[src/rtl/core/hsl565_pkg.sv]
// shared types, constants and arithmetic helpers for the hsl to rgb565 converter
`default_nettype none

package hsl565_pkg;

  localparam int FRAC = 20;
  localparam int FXW  = FRAC + 1;

  localparam logic [FXW-1:0] FX_ONE       = FXW'(1 << FRAC);
  localparam logic [FXW-1:0] FX_HALF      = FXW'((1 << FRAC) / 2);
  localparam logic [FXW-1:0] FX_THIRD     = FXW'((1 << FRAC) / 3);
  localparam logic [FXW-1:0] FX_SIXTH     = FXW'((1 << FRAC) / 6);
  localparam logic [FXW-1:0] FX_TWOTHIRDS = FXW'((2 * (1 << FRAC)) / 3);

  typedef enum logic [1:0] {
    REG_RISE,
    REG_FLAT,
    REG_FALL,
    REG_LOW
  } hue_region_t;

  typedef struct packed {
    hue_region_t    region;
    logic [FXW-1:0] mult;
  } chan_sel_t;

  // floor(v * 2^20 / 255) = v*4112 + floor(16v/255)
  function automatic logic [FXW-1:0] to_fx(input logic [7:0] v);
    logic [11:0]    y;
    logic [4:0]     e;
    logic [8:0]     r;
    logic [FXW-1:0] base;
    y    = {v, 4'b0000};
    e    = {1'b0, y[11:8]};
    r    = {1'b0, y[7:0]} + {5'b00000, e[3:0]};
    if (r >= 9'd255) begin
      e = e + 5'd1;
    end
    base = ({13'b0, v} << 12) + ({13'b0, v} << 4);
    return base + {16'b0, e};
  endfunction

  // region and slope multiplier for one channel position t
  function automatic chan_sel_t hue_sel(input logic [FXW-1:0] t);
    chan_sel_t      s;
    logic [FXW+2:0] t6;
    logic [FXW-1:0] dt;
    logic [FXW+2:0] dt6;
    t6  = ({3'b000, t} << 2) + ({3'b000, t} << 1);
    dt  = FX_TWOTHIRDS - t;
    dt6 = ({3'b000, dt} << 2) + ({3'b000, dt} << 1);
    if (t < FX_SIXTH) begin
      s.region = REG_RISE;
      s.mult   = t6[FXW-1:0];
    end else if (t < FX_HALF) begin
      s.region = REG_FLAT;
      s.mult   = '0;
    end else if (t < FX_TWOTHIRDS) begin
      s.region = REG_FALL;
      s.mult   = dt6[FXW-1:0];
    end else begin
      s.region = REG_LOW;
      s.mult   = '0;
    end
    return s;
  endfunction

  // (v*255) >> 20, limited to 255
  function automatic logic [7:0] to_byte(input logic [FXW:0] v);
    logic [FXW+8:0] x;
    logic [FXW+8:0] sh;
    x  = ({8'b0, v} << 8) - {8'b0, v};
    sh = x >> FRAC;
    if (sh > (FXW+9)'(255)) begin
      return 8'hff;
    end
    return sh[7:0];
  endfunction

endpackage

`default_nettype wire

[src/rtl/core/hsl565_chan.sv]
// one color channel: slope multiply and offset, one register stage
`default_nettype none

module hsl565_chan
  import hsl565_pkg::*;
(
  input  wire logic           clk,
  input  wire logic           en,
  input  wire chan_sel_t      sel,
  input  wire logic [FXW-1:0] p,
  input  wire logic [FXW-1:0] q,
  input  wire logic [FXW-1:0] d,
  output logic      [FXW:0]   value
);

  logic [2*FXW-1:0] prod;
  logic [FXW:0]     ramp;
  logic [FXW:0]     value_next;

  assign prod = d * sel.mult;
  assign ramp = {1'b0, p} + prod[2*FXW-1:FRAC];

  always_comb begin
    case (sel.region)
      REG_RISE: value_next = ramp;
      REG_FLAT: value_next = {1'b0, q};
      REG_FALL: value_next = ramp;
      REG_LOW:  value_next = {1'b0, p};
      default:  value_next = {1'b0, p};
    endcase
  end

  always_ff @(posedge clk) begin
    if (en) begin
      value <= value_next;
    end
  end

endmodule

`default_nettype wire

[config.mk]
export PLATFORM = sky130hd
export DESIGN_NAME = hsl565_chan
export DESIGN_NICKNAME = d
export VERILOG_FILES = /design/src/rtl/core/hsl565_pkg.sv /design/src/rtl/core/hsl565_chan.sv
export SDC_FILE = /design/constraint.sdc
export NUM_CORES = 1
export LEC_CHECK = 0
export ABC_CLOCK_PERIOD_IN_PS = 26400
export BUFFER_PORTS_ARGS = -buffer_cell sky130_fd_sc_hd__buf_4
export CAP_MARGIN = 20
export CORE_ASPECT_RATIO = 0.8
export CORE_MARGIN = 1.5
export CORE_UTILIZATION = 63
export DETAILED_ROUTE_END_ITERATION = 8
export GPL_TIMING_DRIVEN = 1
export PLACE_DENSITY = 0.91
export SKIP_LAST_GASP = 1
export SYNTH_ARGS = -nofsm -noshare
export SYNTH_HDL_FRONTEND = slang
export SYNTH_SLANG_ARGS = --single-unit
[constraint.sdc]
create_clock -name clk -period 26.4 [get_ports clk]
set_input_delay 5.28 -clock clk [delete_from_list [all_inputs] [get_ports clk]]
set_output_delay 5.28 -clock clk [all_outputs]
set_load 0.01 [all_outputs]
==> results.md <==
- Setup repair after global routing left no endpoint under its margin.
- The number of endpoints failing setup at the final stage is 0.
- The initial utilization of the core area, before any placement, comes to 64.4%.
- In this run the deepest clock path goes through 2 buffers.
- The class of the most critical hold timing path is input pin to flop.
- The number of warnings issued by yosys is 0.
- The final critical path takes up 52.2% of the cycle.
- Entering global routing, the biggest net connects 50 pins.
- At the worst endpoint, the arrival time is 13,790 ps.
- By area, the combinational part of the netlist is dominated by adder cells.
- The per-instance average area after synthesis is 9.08 um^2.
- The data required time at the worst endpoint is 26,420 ps.
- In this run the number of H-tree levels came out at 1.
- The simple-gate share of the synthesized area is 18.2%.
- The mean number of vias per cell is 5.80.
- Summing every instance area after synthesis gives 16,400 um^2.
- Of the cells placed in the final design, the portion with a size suffix greater than 1 is 7.29%.
- The synthesized netlist devotes 1.66% of its cell area to XOR and XNOR gates.
- The die outline width is 183 um.
- The kind of end point of the critical path is a flop.
- In the routed design, unresolved DRC markers number 0.
- The via count of the first global-routing pass came to 14,139.
- On the critical path, the stage with the largest delay is an instance of fa_1.
- Summed over all layers, the global routing overflow is 0.
- The number of antenna diodes in the final layout is 0.
- The kind of critical path is input pin to flop.
- The minimum clock period is 13,770 ps.
- 110 I/O pins were placed.
- The count of clock tree sinks is 22.
- After clock tree synthesis, the clock-pin slew on the worst setup and hold paths is 70 ps.
- The first-pass iteration count of the detailed router is 5.
- STA classifies the critical path startpoint as an input pin.
- The post-detailed-route wirelength per cell is 18.6 um.
- Synthesis produced a netlist with a net count of 2,424.
- The dominant register cell in the synthesized netlist is edfxtp_1.
- The count of buffers added on input and output ports is 109.
- After clock tree synthesis, the repair step resized 0 gates.
- The tool flagged a number of max-cap violations equal to 0.
- Summing the areas of all fa, ha and maj instances in the mapped netlist gives 57.1% of the synthesized area.
- For this run, the top clock speed supported by timing is 72.6 MHz.
- Yosys mapped a number of flops with a built-in enable equal to 22.
- The tree is rooted in a clkbuf_16.
- The die area is 27,000 um^2.
- The largest stage delay on the critical path is 530 ps.
- The number of nets with antenna violations after routing is 0.
- In the final layout, the registers with the most flip-flops are value (22).
- The area growth from synthesis to layout is 6.03%.
- Ranked by flip-flop count, first place goes to value.
- The sum of routed wire length over all layers is 40,500 um.
- The hold buffer count at CTS is 0.
- The total half-perimeter wirelength after legalization and detailed placement is 32,100 um.
- The max-slew violation count is 0.
- The number of antenna violations at the first check in global routing was 1.
- The largest total area in the synthesized netlist belongs to fa_1.
- After synthesis, the largest area contributor takes up 43.8% of total cell area.
- The number of setup buffers added after CTS is 0.
- In this run the worst path has a maximum fanout of 21.
- The layout has 1,885 filler cells.
- The total negative setup slack is 0 ps.
- The transition time of the tightest slew-check pin is 533 ps.
- The share of async-settable or async-resettable flops after synthesis is 0%.
- The net count of the finished layout is 2,445.
- The number of buffers created by CTS is 3.
- The compound-cell area share of the yosys netlist is 6.52%.
- After technology mapping, the gate count stands at 1,804.
- The first routing iteration left 840 violations.
- The count of different cell masters after synthesis is 67.
- Measured along the y axis, the die boundary spans 147 um.
- The global-route wire length before repair is 67,000 um.
- The sequential element share of the synthesized area is 4.04%.
- In this run the tightest slew margin relative to its limit is 64.0%.
- In the post-synthesis netlist, the biggest area contributors are fa_1 (44%), ha_1 (13%), and2_1 (10%), inv_1 (9.2%), nand2_1 (4.7%).
- Synthesis inferred 22 register bits.
- The number of hold-slack violations in the final timing report is 0.
- The flip-flop count of the largest register after layout is 22.
- Counting stages on the worst path, the most repeated cell is fa_1.
- TritonCTS built the clock tree.
- The cell total after placement is 2,171.
- The congestion estimate from routability-driven global placement came to 0.902.
- The flow ran to the end, and the final reports show no timing, DRC or antenna violations.
- For this run, the total global-route usage over all layers was measured as 31.5%.
- Detailed routing inserted a total of 12,606 vias.
- The total core area is 25,400 um^2.
- The number of placement rows is 52.
- The mux contribution to synthesized area is 1.14%.
- The final non-filler cell total is 2,175.
-- synthesized netlist by cell type (4+ instances only) --
library cell  instances
a31oi_1               6
fa_1                358
nand3_1              12
inv_1               402
nand4_1              11
a21oi_1              38
clkbuf_1             90
nor2b_1               4
and2_1              265
a211oi_1              4
or3_1                 5
ha_1                174
nand2b_1              5
edfxtp_1             22
mux2i_1              13
a21o_1               31
nor2_1               24
nor3_1                7
and3_1               10
xor2_1               17
o21ai_0              11
mux2_2                5
nand2_1             203
o211ai_1              7
xnor2_1              14
o31ai_1               5
-- through the flow --
step	worst slack [ps]	hold WS [ps]	area, um^2	util [%]
after global placement	12550	5600	17300	67.9
final	12630	5320	17400	68.2
after floorplan	13150	5390	16400	-
after detailed placement	12390	5600	17300	67.9
after global routing	12240	5320	17400	68.2
after CTS	12650	5320	17400	68.2
-- cell type report --
cell class              count  area [um^2]  share of cell area [%]
clock buffers               3         75.1                   0.432
clock inverters             1         3.75                  0.0216
inverters                 402         1510                    8.69
multi-input cells        1287        13900                    79.8
flip-flops and latches     22          661                    3.81
well taps                 351          439                    2.53
repair buffers            109          818                    4.71
-- cell families after synthesis --
logic type               Yosys count
flip-flops                        22
AND/OR/NAND/NOR                  562
XOR/XNOR                          31
buffers and inverters            495
adder cells (fa/ha/maj)          532
AO/OA/AOI/OAI                    144
multiplexers                      18
-- cells in the final DEF, fill, tap and decap left out, types with 10 or more instances in the layout --
| cell type | Yosys | final |
|---|---|---|
| mux2i_1 | 13 | 13 |
| xor2_1 | 17 | 17 |
| buf_4 | 0 | 109 |
| nand4_1 | 11 | 11 |
| xnor2_1 | 14 | 14 |
| a21o_1 | 31 | 31 |
| edfxtp_1 | 22 | 22 |
| inv_1 | 402 | 402 |
| ha_1 | 174 | 174 |
| a21oi_1 | 38 | 38 |
| and2_1 | 265 | 265 |
| nor2_1 | 24 | 24 |
| nand3_1 | 12 | 12 |
| nand2_1 | 203 | 203 |
| fa_1 | 358 | 358 |
| o21ai_0 | 11 | 11 |
| and3_1 | 10 | 10 |
-- final timing paths --
path,startpoint,end,slack [ps],cells after the start
setup / recovery,d[10],value[20]$_DFFE_PP_,12630,33
hold / removal,q[9],value[9]$_DFFE_PP_,5320,3
-- per-layer routing --
metal  wire (um)  part of all wire [%]  track usage, %
met1       15100                    37            38.5
met3        3350                   8.3            5.33
met4        1880                   4.6            13.7
met2       20200                    50            55.0
met5          13                 0.032               0
-- worst max-delay path, delay by kind of cell --
kind | cells | cell delay, ps
AOI/OAI and AO/OA | 12 | 2890
and+or+nand+nor | 3 | 490
xor gates and xnor gates | 1 | 130
adders and majority gates | 10 | 4470
buffers and inverters | 7 | 520
Power is left out: the tool's default activity adds up to more than one toggle a clock period on the data nets, which glitch-free logic cannot reach.
